### config.mk
export PLATFORM = sky130hd
export DESIGN_NAME = unordered_list_engine
export DESIGN_NICKNAME = d
export VERILOG_FILES = /design/src/hdl/ulst_pkg.sv /design/src/hdl/ulst_ram.sv /design/src/hdl/ulst_ctrl.sv /design/src/hdl/ulst_dpath.sv /design/src/hdl/unordered_list_engine.sv
export SDC_FILE = /design/constraint.sdc
export NUM_CORES = 2
export LEC_CHECK = 0
export BUFFER_PORTS_ARGS = -buffer_cell sky130_fd_sc_hd__buf_2
export CORE_AREA = 4 4 448 495
export DETAILED_ROUTE_END_ITERATION = 6
export DIE_AREA = 0 0 452 499
export GPL_ROUTABILITY_DRIVEN = 0
export PLACE_DENSITY = 0.6
export SLEW_MARGIN = 25
export SYNTH_ARGS = -nofsm -noshare
export SYNTH_HDL_FRONTEND = slang
export SYNTH_SLANG_ARGS = --single-unit
### constraint.sdc
create_clock -name i_clk -period 4.45 [get_ports i_clk]
set_input_delay 0.6675 -clock i_clk [delete_from_list [all_inputs] [get_ports i_clk]]
set_output_delay 0.6675 -clock i_clk [all_outputs]
set_load 0.01 [all_outputs]
### src/hdl/ulst_pkg.sv
// Shared codes, state encoding and controller/datapath interface types.
`timescale 1ns / 1ps

package ulst_pkg;

    typedef enum logic [2:0] {
        FUNC_INS_FRONT = 3'd0,
        FUNC_APPEND    = 3'd1,
        FUNC_READ_ALL  = 3'd2,
        FUNC_REMOVE    = 3'd3,
        FUNC_CLEAR     = 3'd4
    } t_func;

    typedef enum logic [1:0] {
        ST_OK        = 2'd0,
        ST_EMPTY     = 2'd1,
        ST_FULL      = 2'd2,
        ST_NOT_FOUND = 2'd3
    } t_status;

    typedef enum logic [2:0] {
        S_IDLE,
        S_READ_ISSUE,
        S_READ_EMIT,
        S_RM_RUN,
        S_RM_FIN,
        S_REPLY
    } t_state;

    typedef struct packed {
        logic    accept;
        logic    ins_front;
        logic    ins_back;
        logic    clear;
        logic    walk_init;
        logic    rd_issue;
        logic    rm_step;
        logic    rm_finish;
        logic    out_entry;
        logic    out_reply;
        t_status reply_status;
    } t_ulst_cmd;

    typedef struct packed {
        logic empty;
        logic full;
        logic out_free;
        logic walk_end;
        logic rm_idle;
        logic none_removed;
    } t_ulst_sts;

endpackage

### src/hdl/ulst_ram.sv
// Generic single-write, single-read RAM with registered read data.
`timescale 1ns / 1ps

module ulst_ram #(
    parameter int WIDTH = 32,
    parameter int DEPTH = 64
) (
    input  logic                       i_clk,
    input  logic                       i_we,
    input  logic [$clog2(DEPTH)-1:0]   i_waddr,
    input  logic [WIDTH-1:0]           i_wdata,
    input  logic                       i_re,
    input  logic [$clog2(DEPTH)-1:0]   i_raddr,
    output logic [WIDTH-1:0]           o_rdata
);

    logic [WIDTH-1:0] r_mem [DEPTH];
    logic [WIDTH-1:0] r_rdata;

    always_ff @(posedge i_clk) begin
        if (i_we) begin
            r_mem[i_waddr] <= i_wdata;
        end
        if (i_re) begin
            r_rdata <= r_mem[i_raddr];
        end
    end

    assign o_rdata = r_rdata;

endmodule

### src/hdl/ulst_ctrl.sv
// Request sequencer: decodes each item and steps the datapath through it.
`timescale 1ns / 1ps

module ulst_ctrl
    import ulst_pkg::*;
(
    input  logic      i_clk,
    input  logic      i_rst_n,
    input  logic      i_in_valid,
    input  logic [2:0] i_func,
    output logic      o_in_stall,
    input  t_ulst_sts i_sts,
    output t_ulst_cmd o_cmd
);

    t_state  r_state;
    t_state  n_state;
    t_status r_status;
    t_status n_status;

    always_ff @(posedge i_clk) begin
        if (!i_rst_n) begin
            r_state  <= S_IDLE;
            r_status <= ST_OK;
        end else begin
            r_state  <= n_state;
            r_status <= n_status;
        end
    end

    always_comb begin
        n_state            = r_state;
        n_status           = r_status;
        o_cmd              = '0;
        o_cmd.reply_status = r_status;
        o_in_stall         = (r_state != S_IDLE);
        case (r_state)
            S_IDLE: begin
                if (i_in_valid) begin
                    o_cmd.accept = 1'b1;
                    case (i_func)
                        FUNC_INS_FRONT, FUNC_APPEND: begin
                            n_state = S_REPLY;
                            if (i_sts.full) begin
                                n_status = ST_FULL;
                            end else begin
                                n_status        = ST_OK;
                                o_cmd.ins_front = (i_func == FUNC_INS_FRONT);
                                o_cmd.ins_back  = (i_func == FUNC_APPEND);
                            end
                        end
                        FUNC_READ_ALL: begin
                            if (i_sts.empty) begin
                                n_status = ST_EMPTY;
                                n_state  = S_REPLY;
                            end else begin
                                o_cmd.walk_init = 1'b1;
                                n_state         = S_READ_ISSUE;
                            end
                        end
                        FUNC_REMOVE: begin
                            if (i_sts.empty) begin
                                n_status = ST_EMPTY;
                                n_state  = S_REPLY;
                            end else begin
                                o_cmd.walk_init = 1'b1;
                                n_state         = S_RM_RUN;
                            end
                        end
                        FUNC_CLEAR: begin
                            n_state = S_REPLY;
                            if (i_sts.empty) begin
                                n_status = ST_EMPTY;
                            end else begin
                                n_status    = ST_OK;
                                o_cmd.clear = 1'b1;
                            end
                        end
                        default: begin
                            n_state = S_IDLE;
                        end
                    endcase
                end
            end
            S_READ_ISSUE: begin
                o_cmd.rd_issue = 1'b1;
                n_state        = S_READ_EMIT;
            end
            S_READ_EMIT: begin
                if (i_sts.out_free) begin
                    o_cmd.out_entry = 1'b1;
                    n_state         = i_sts.walk_end ? S_IDLE : S_READ_ISSUE;
                end
            end
            S_RM_RUN: begin
                if (i_sts.rm_idle) begin
                    n_state = S_RM_FIN;
                end else begin
                    o_cmd.rm_step = 1'b1;
                end
            end
            S_RM_FIN: begin
                o_cmd.rm_finish = 1'b1;
                n_status        = i_sts.none_removed ? ST_NOT_FOUND : ST_OK;
                n_state         = S_REPLY;
            end
            S_REPLY: begin
                if (i_sts.out_free) begin
                    o_cmd.out_reply = 1'b1;
                    n_state         = S_IDLE;
                end
            end
            default: begin
                n_state = S_IDLE;
            end
        endcase
    end

endmodule

### src/hdl/ulst_dpath.sv
// Ring store datapath: pointers, counters, compaction walk and result register.
`timescale 1ns / 1ps

module ulst_dpath
    import ulst_pkg::*;
#(
    parameter int DEPTH      = 64,
    parameter int VALUE_BITS = 32
) (
    input  logic               i_clk,
    input  logic               i_rst_n,
    input  logic signed [31:0] i_value,
    input  t_ulst_cmd          i_cmd,
    output t_ulst_sts          o_sts,
    output logic               o_out_valid,
    input  logic               i_out_stall,
    output logic [1:0]         o_status,
    output logic signed [31:0] o_entry_value,
    output logic [6:0]         o_removed_count,
    output logic               o_last
);

    localparam int AW = $clog2(DEPTH);
    localparam int CW = $clog2(DEPTH + 1);
    localparam int SW = AW + 1;
    localparam int LW = (VALUE_BITS < 32) ? VALUE_BITS : 32;

    function automatic logic [AW-1:0] f_inc(input logic [AW-1:0] p);
        return (p == AW'(DEPTH - 1)) ? '0 : p + AW'(1);
    endfunction

    function automatic logic [AW-1:0] f_dec(input logic [AW-1:0] p);
        return (p == '0) ? AW'(DEPTH - 1) : p - AW'(1);
    endfunction

    logic [AW-1:0]         r_front, n_front;
    logic [CW-1:0]         r_count, n_count;
    logic [AW-1:0]         r_rd_ptr, n_rd_ptr;
    logic [AW-1:0]         r_wr_ptr, n_wr_ptr;
    logic [CW-1:0]         r_idx, n_idx;
    logic [CW-1:0]         r_kept, n_kept;
    logic                  r_pend, n_pend;
    logic [VALUE_BITS-1:0] r_key, n_key;
    logic [CW-1:0]         r_gone, n_gone;
    logic                  r_out_valid, n_out_valid;
    t_status               r_out_status, n_out_status;
    logic [31:0]           r_out_entry, n_out_entry;
    logic [CW-1:0]         r_out_removed, n_out_removed;
    logic                  r_out_last, n_out_last;

    logic [VALUE_BITS-1:0] value_in;
    logic [VALUE_BITS-1:0] rdata;
    logic [SW-1:0]         app_sum;
    logic [AW-1:0]         app_slot;
    logic [AW-1:0]         front_dec;
    logic                  idx_end;
    logic                  out_free;
    logic                  mem_we;
    logic [AW-1:0]         mem_waddr;
    logic [VALUE_BITS-1:0] mem_wdata;
    logic                  mem_re;
    logic                  keep_entry;

    assign value_in  = VALUE_BITS'(i_value[LW-1:0]);
    assign app_sum   = {1'b0, r_front} + SW'(r_count);
    assign app_slot  = (app_sum >= SW'(DEPTH)) ? AW'(app_sum - SW'(DEPTH)) : AW'(app_sum);
    assign front_dec = f_dec(r_front);
    assign idx_end   = (r_idx == r_count);
    assign out_free  = !r_out_valid || !i_out_stall;
    assign keep_entry = i_cmd.rm_step && r_pend && (rdata != r_key);

    assign o_sts.empty        = (r_count == '0);
    assign o_sts.full         = (r_count == CW'(DEPTH));
    assign o_sts.out_free     = out_free;
    assign o_sts.walk_end     = idx_end;
    assign o_sts.rm_idle      = idx_end && !r_pend;
    assign o_sts.none_removed = (r_kept == r_count);

    always_comb begin
        mem_we    = 1'b0;
        mem_waddr = r_wr_ptr;
        mem_wdata = rdata;
        if (i_cmd.ins_front) begin
            mem_we    = 1'b1;
            mem_waddr = front_dec;
            mem_wdata = value_in;
        end else if (i_cmd.ins_back) begin
            mem_we    = 1'b1;
            mem_waddr = app_slot;
            mem_wdata = value_in;
        end else if (keep_entry) begin
            mem_we = 1'b1;
        end
        mem_re = i_cmd.rd_issue || (i_cmd.rm_step && !idx_end);
    end

    ulst_ram #(
        .WIDTH (VALUE_BITS),
        .DEPTH (DEPTH)
    ) u_ram (
        .i_clk   (i_clk),
        .i_we    (mem_we),
        .i_waddr (mem_waddr),
        .i_wdata (mem_wdata),
        .i_re    (mem_re),
        .i_raddr (r_rd_ptr),
        .o_rdata (rdata)
    );

    always_comb begin
        n_front       = r_front;
        n_count       = r_count;
        n_rd_ptr      = r_rd_ptr;
        n_wr_ptr      = r_wr_ptr;
        n_idx         = r_idx;
        n_kept        = r_kept;
        n_pend        = r_pend;
        n_key         = r_key;
        n_gone        = r_gone;
        n_out_valid   = r_out_valid;
        n_out_status  = r_out_status;
        n_out_entry   = r_out_entry;
        n_out_removed = r_out_removed;
        n_out_last    = r_out_last;

        if (r_out_valid && !i_out_stall) begin
            n_out_valid = 1'b0;
        end
        if (i_cmd.accept) begin
            n_gone = '0;
        end
        if (i_cmd.ins_front) begin
            n_front = front_dec;
            n_count = r_count + CW'(1);
        end
        if (i_cmd.ins_back) begin
            n_count = r_count + CW'(1);
        end
        if (i_cmd.clear) begin
            n_front = '0;
            n_count = '0;
        end
        if (i_cmd.walk_init) begin
            n_rd_ptr = r_front;
            n_wr_ptr = r_front;
            n_idx    = '0;
            n_kept   = '0;
            n_pend   = 1'b0;
            n_key    = value_in;
        end
        if (i_cmd.rd_issue) begin
            n_rd_ptr = f_inc(r_rd_ptr);
            n_idx    = r_idx + CW'(1);
        end
        if (i_cmd.rm_step) begin
            n_pend = !idx_end;
            if (!idx_end) begin
                n_rd_ptr = f_inc(r_rd_ptr);
                n_idx    = r_idx + CW'(1);
            end
            if (keep_entry) begin
                n_wr_ptr = f_inc(r_wr_ptr);
                n_kept   = r_kept + CW'(1);
            end
        end
        if (i_cmd.rm_finish) begin
            n_count = r_kept;
            n_gone  = r_count - r_kept;
        end
        if (i_cmd.out_entry) begin
            n_out_valid   = 1'b1;
            n_out_status  = ST_OK;
            n_out_entry   = 32'(rdata[LW-1:0]);
            n_out_removed = '0;
            n_out_last    = idx_end;
        end
        if (i_cmd.out_reply) begin
            n_out_valid   = 1'b1;
            n_out_status  = i_cmd.reply_status;
            n_out_entry   = '0;
            n_out_removed = r_gone;
            n_out_last    = 1'b1;
        end
    end

    always_ff @(posedge i_clk) begin
        if (!i_rst_n) begin
            r_front     <= '0;
            r_count     <= '0;
            r_pend      <= 1'b0;
            r_out_valid <= 1'b0;
        end else begin
            r_front     <= n_front;
            r_count     <= n_count;
            r_pend      <= n_pend;
            r_out_valid <= n_out_valid;
        end
    end

    always_ff @(posedge i_clk) begin
        r_rd_ptr      <= n_rd_ptr;
        r_wr_ptr      <= n_wr_ptr;
        r_idx         <= n_idx;
        r_kept        <= n_kept;
        r_key         <= n_key;
        r_gone        <= n_gone;
        r_out_status  <= n_out_status;
        r_out_entry   <= n_out_entry;
        r_out_removed <= n_out_removed;
        r_out_last    <= n_out_last;
    end

    assign o_out_valid     = r_out_valid;
    assign o_status        = r_out_status;
    assign o_entry_value   = r_out_entry;
    assign o_removed_count = 7'(r_out_removed);
    assign o_last          = r_out_last;

endmodule

### src/hdl/unordered_list_engine.sv
// Top level of the unordered list engine: sequencer plus ring store datapath.
//
//   channel  valid        stall         payload
//   request  i_in_valid   o_in_stall    i_func, i_value
//   result   o_out_valid  i_out_stall   o_status, o_entry_value, o_removed_count, o_last
//
// Insert, append, clear and every empty or full case: accept, then one reply.
// Read all: one RAM read and one result per entry, alternating issue and emit states.
// Remove: the single RAM read port walks the list while
// survivors are written back behind it.
// Reset empties the list at once; stored values need no clearing.
// A stalled result holds the result register and the sequencer waits on it.
`timescale 1ns / 1ps

module unordered_list_engine
    import ulst_pkg::*;
#(
    parameter int DEPTH      = 64,
    parameter int VALUE_BITS = 32
) (
    input  logic               i_clk,
    input  logic               i_rst_n,
    input  logic               i_in_valid,
    output logic               o_in_stall,
    input  logic [2:0]         i_func,
    input  logic signed [31:0] i_value,
    output logic               o_out_valid,
    input  logic               i_out_stall,
    output logic [1:0]         o_status,
    output logic signed [31:0] o_entry_value,
    output logic [6:0]         o_removed_count,
    output logic               o_last
);

    t_ulst_cmd cmd;
    t_ulst_sts sts;

    ulst_ctrl u_ctrl (
        .i_clk      (i_clk),
        .i_rst_n    (i_rst_n),
        .i_in_valid (i_in_valid),
        .i_func     (i_func),
        .o_in_stall (o_in_stall),
        .i_sts      (sts),
        .o_cmd      (cmd)
    );

    ulst_dpath #(
        .DEPTH      (DEPTH),
        .VALUE_BITS (VALUE_BITS)
    ) u_dpath (
        .i_clk           (i_clk),
        .i_rst_n         (i_rst_n),
        .i_value         (i_value),
        .i_cmd           (cmd),
        .o_sts           (sts),
        .o_out_valid     (o_out_valid),
        .i_out_stall     (i_out_stall),
        .o_status        (o_status),
        .o_entry_value   (o_entry_value),
        .o_removed_count (o_removed_count),
        .o_last          (o_last)
    );

endmodule

---- Word-level counts from Yosys, hierarchy flattened ----
Memories as Yosys holds them, arrays and structs flattened. A register that Yosys moved wholly into a read port is not among the register bits.
Cells that the tools add are included.
W data, S select, Z words.
storage, ports and cells
  register bits ........................... 127
  memories ................................ 1
  output and inout bits ................... 44
  memory bits (writable) .................. 2048
memories
  name                 words  bits a word  read ports  clocked after memory_dff  wr ports  line            RTL
  u_dpath.u_ram.r_mem  64     32           1           1                         1         ulst_ram.sv:17  logic [WIDTH-1:0] r_mem [DEPTH];
operators by class
  $add $sub $neg .......................... 9
  eq/ne operators ......................... 21
  reductions and logical operators ........ 28
  multiplexer cells ....................... 72
  bitwise logic cells ..................... 1
  order comparisons ....................... 1
operators by type and width
  cell                   number
  $mux W7                15
  $mux W6                13
  $mux W32               2
  $ne A32 B32 Y1         1
  $mux W1                22
  $add A7 B1 Y7 const B  3
  $mux W3                6
  $pmux W3 S6            1
  $mux W2                8
  $eq A7 B7 Y1           2
  $add A6 B1 Y6 const B  2
  $eq A3 B2 Y1 const B   4
  $eq A6 B6 Y1 const B   2
  $sub A6 B1 Y6 const B  2
  $mux W5                2
  $eq A3 B3 Y1 const B   3
  $pmux W3 S3            1
  $reduce_and A4 Y1      2
  $reduce_bool A2 Y1     4
  $add A6 B7 Y7          1
  $eq A7 B7 Y1 const B   1
  $ge A7 B7 Y1 const B   1
  $logic_not A7 Y1       1
  $sub A7 B7 Y7          1
  other kinds (17)       32

---- Logic depth before layout (Yosys ltp) ----
  depth in word-level cells ............... 11
  depth in mapped cells ................... 11
  depth with buffers taken out ............ 9

---- Modules after synthesis ----
Synthesis repeated with hierarchy kept, for this count alone.
unflattened totals
  cell total of the unflattened synthesis .. 4013
  area total of the unflattened synthesis .. 85622.1 µm²
modules (own cells, without submodules)
  module      instances  cells each  area each (µm²)
  ulst_ram    1          3324        78835.6
  ulst_dpath  1          625         6292.3
  ulst_ctrl   1          64          494.2

---- Worst setup path after synthesis ----
Ideal clock, no wire load.
  path type ............................... flip-flop to flip-flop
  start ................................... register u_dpath.r_count[1]
  end ..................................... memory u_dpath.u_ram.r_mem[14][0] (enable)
  data arrival time ....................... 4.454 ns
  setup time .............................. 0.461 ns
  data required time ...................... 3.989 ns
  setup slack ............................. -0.465 ns
  buffers on the path ..................... 1
  cell stages (with the launch flop) ...... 9
  path through ............................ dfxtp_1 inv_1 ha_1 or4b_4 o311a_1 buf_4 a311oi_4 o2111ai_1 nor3_1
on the way
  longest elaborated chain between the ends .. 11
  elaborated cells between the ends (all ways) .. 22
  classes of those cells .................. 2 x add/sub; 1 x order compare; 2 x eq/ne; 14 x mux; 3 x reduce/logical
RTL lines
  item                                                                    line               RTL
  start: declaration                                                      ulst_dpath.sv:37   logic [CW-1:0] r_count, n_count;
  start signal: assignment                                                ulst_dpath.sv:194  r_count <= n_count;
  parallel branches: the longest is 11 deep, another holds $add A6 B7 Y7  --
  end: declaration                                                        ulst_ram.sv:17
Parallel ways; which one is timed is not known.

---- Final worst setup path ----
  start ................................... register u_dpath.r_count[1]
  end ..................................... memory u_dpath.u_ram.r_mem[8][29] (enable)
The elaborated chain is that of the path after synthesis.

==> metrics.txt <==
Final WS setup=0.333 ns; die area=0.226 mm^2; post-synthesis cell count=4569; row cnt=179; vias=45700; worst min path class=in2reg; largest net degree at the start of global routing=91; worst-case reg-to-reg path depth=10; outcome=complete, no violations; Seq/Total Area, Yosys=0.759; I/O pin count=83; post-route ant nets=0; TritonCTS Sinks=2207; synth warn=0; LEAKAGE=0.0318 uW; VDD IR max=441 uV; most frequent cells in the layout=edfxtp_1, mux2i_1, mux4_2, clkbuf_16, nand2_1; fin crit share=0.925; max-cap violations=0; Worst Path Arrival=4.62 ns; syn_area_per_cell=18.9 um^2; TritonCTS clock tree=yes; TritonCTS Buffers=214; Die H=499 um; Fillers=18100; Inst Count DP=7495; vias in the first global route=43700; Mapped Area=0.0863 mm^2; Setup Slack @ Placement=0.274 ns; syn nets=4629; EDFF count, synth=2128; Area Growth Syn to Fin=15.5%; Layout Cells excl Fill=7909; hold buffers post-CTS=17; sequential cell area=0.0655 mm^2; worst-path fanout max=20; Nets=4892; CP Launch Type=flip-flop; #FFs+latches synth=2207; hold_ws=0.0660 ns; share of cells above drive strength 1=0.204; antenna violations before repair=17; first-pass GRT wire length=322000 um; area of the multi-input gates=0.0201 mm^2; Slew @ Worst Pin=1.08 ns; hold depth=1; CTS resizes=0; GRT Residual Overflow=0; clock buffer depth=3; crit end category=flip-flop; final slew viol count=0; Distinct cells, synth=74; root buffer cell=clkbuf_16; routed len/inst=28.4 um; clk slew on worst S/H paths=0.06 ns; Setup CP Type=reg2reg; initial DRC count=4851; Final Hold Fails=0; Post-DP HPWL=141000 um; Setup Viol. Count Final=0; Main synth FF type=edfxtp_1; Die W=452 um; pwr dens=656 mW/mm^2; drt pass-1 iters=5; H-Tree Depth=4; post-layout util=0.462; Starting Density=0.400; post-layout min period=4.12 ns; Port-buffer cells=82; Slew HR=0.280; Tot Pwr=65400 uW; post-CTS setup buffer count=0; fraction of registers with async set/reset=0; clock skew=0.0712 ns; worst-skew pair later-pin latency=0.90 ns; GRT Total Usage=0.195; core box area=0.216 mm^2; Critical Path RT=4.95 ns; drt drc=0; commonest non-fill, non-tap cell in the layout=edfxtp_1; DRT Wirelength=225000 um; RSZ-0062 raised after global routing=false; fmax=243 MHz; Vias/cell=5.78
-- kinds of logic (layout without fill, tap and decap cells) --
group	count (synthesis)	count (layout)	share of synthesized area
compound gates	797	797	0.0649
xor+xnor	47	47	0.00477
fa+ha+maj	21	21	0.00322
buf+inv	308	749	0.0148
flops	2207	2207	0.759
mux	761	761	0.131
other cells	0	3	0
simple gates	428	428	0.0228
-- flip-flops by register name, summed over array words and instances (netlist names), 6 cells and up --
register,cells
u_dpath.r_rd_ptr,6
u_dpath.r_wr_ptr,6
u_dpath.r_key,32
u_dpath.r_count,7
u_dpath.r_idx,7
u_dpath.o_entry_value,32
u_dpath.r_kept,7
u_dpath.u_ram.o_rdata,32
u_dpath.r_front,6
u_dpath.o_removed_count,7
u_dpath.r_gone,7
u_dpath.u_ram.r_mem,2048
-- metal layers --
| metal | track usage | vias to the layer above | wire (um) |
|---|---|---|---|
| met5 | 0 | - | 34 |
| met4 | 0.0513 | 4 | 5440 |
| li1 | - | 19500 | - |
| met2 | 0.299 | 1808 | 104000 |
| met3 | 0.0305 | 293 | 15500 |
| met1 | 0.294 | 24100 | 99900 |
-- metrics by stage --
step	TNS, ns	cell area [um^2]
after floorplan	-453.87	86300
after global placement	0	92500
after detailed placement	0	92600
after CTS	0	99700
after global routing	0	99700
final	0	99700
-- worst paths after layout --
| check | from | endpoint | slack [ns] |
|---|---|---|---|
| worst max register to register | u_dpath.r_count[1]$_SDFFE_PN0P_ | u_dpath.u_ram.r_mem[8][29]$_DFFE_PP_ | 0.33 |
| worst min register to register | u_dpath.o_entry_value[27]$_SDFFE_PP0P_ | u_dpath.o_entry_value[27]$_SDFFE_PP0P_ | 0.47 |
| worst max-delay path | u_dpath.r_count[1]$_SDFFE_PN0P_ | u_dpath.u_ram.r_mem[8][29]$_DFFE_PP_ | 0.33 |
| worst min-delay path | i_value[5] | u_dpath.r_key[5]$_DFFE_PP_ | 0.07 |
-- final cells by class --
class	instances	area share
Multi-Input combinational cell	2054	0.202
Clock buffer	261	0.0555
Timing Repair Buffer	326	0.0346
Inverter	29	0.00109
Sequential cell	2207	0.657
Tap cell	2896	0.0363
Antenna cell	3	0.0000753
Clock inverter	133	0.0136
-- cells in the mapped netlist, drive strengths merged (4+ instances only) --
cell	instances	area, um^2
edfxtp	2128	63900
mux2i	467	4690
mux4	293	6600
nand2	191	719
clkbuf	170	638
a21oi	148	744
o221ai	143	1250
o21ai	125	626
o22ai	121	757
buf	109	533
o32ai	87	762
dfxtp	79	1580
nor2	79	297
nor3	48	240
xnor2	36	315
a211oi	35	268
a22oi	33	248
a22o	32	280
inv	29	109
nand3	29	163
and3	22	138
ha	19	238
o2111ai	16	140
nand4	13	81.3
xor2	11	96.3
and2	10	62.6
a31oi	8	65.1
o31ai	8	70.1
nand2b	7	43.8
nor2b	7	43.8
nor3b	7	52.6
a21boi	6	45.0
a21o	5	37.5
a31o	4	35.0
-- where the power goes --
group / internal, uW / leakage [uW] / switching, uW
combinational: 6830 / 0.00863 / 13900
sequential: 26300 / 0.0198 / 612
clock: 9840 / 0.00331 / 7860
-- critical path: stages (launching register included) --
cell and delay, ns:
dfxtp_1 0.41, inv_1 0.15, ha_1 0.16, or4b_4 0.50, o311ai_4 0.39, buf_4 0.26, nand2_1 0.10, o211ai_1 0.36
o2111ai_1 0.68, nor3_2 0.37, buf_4 0.37
(Power assumes the default switching activity.)
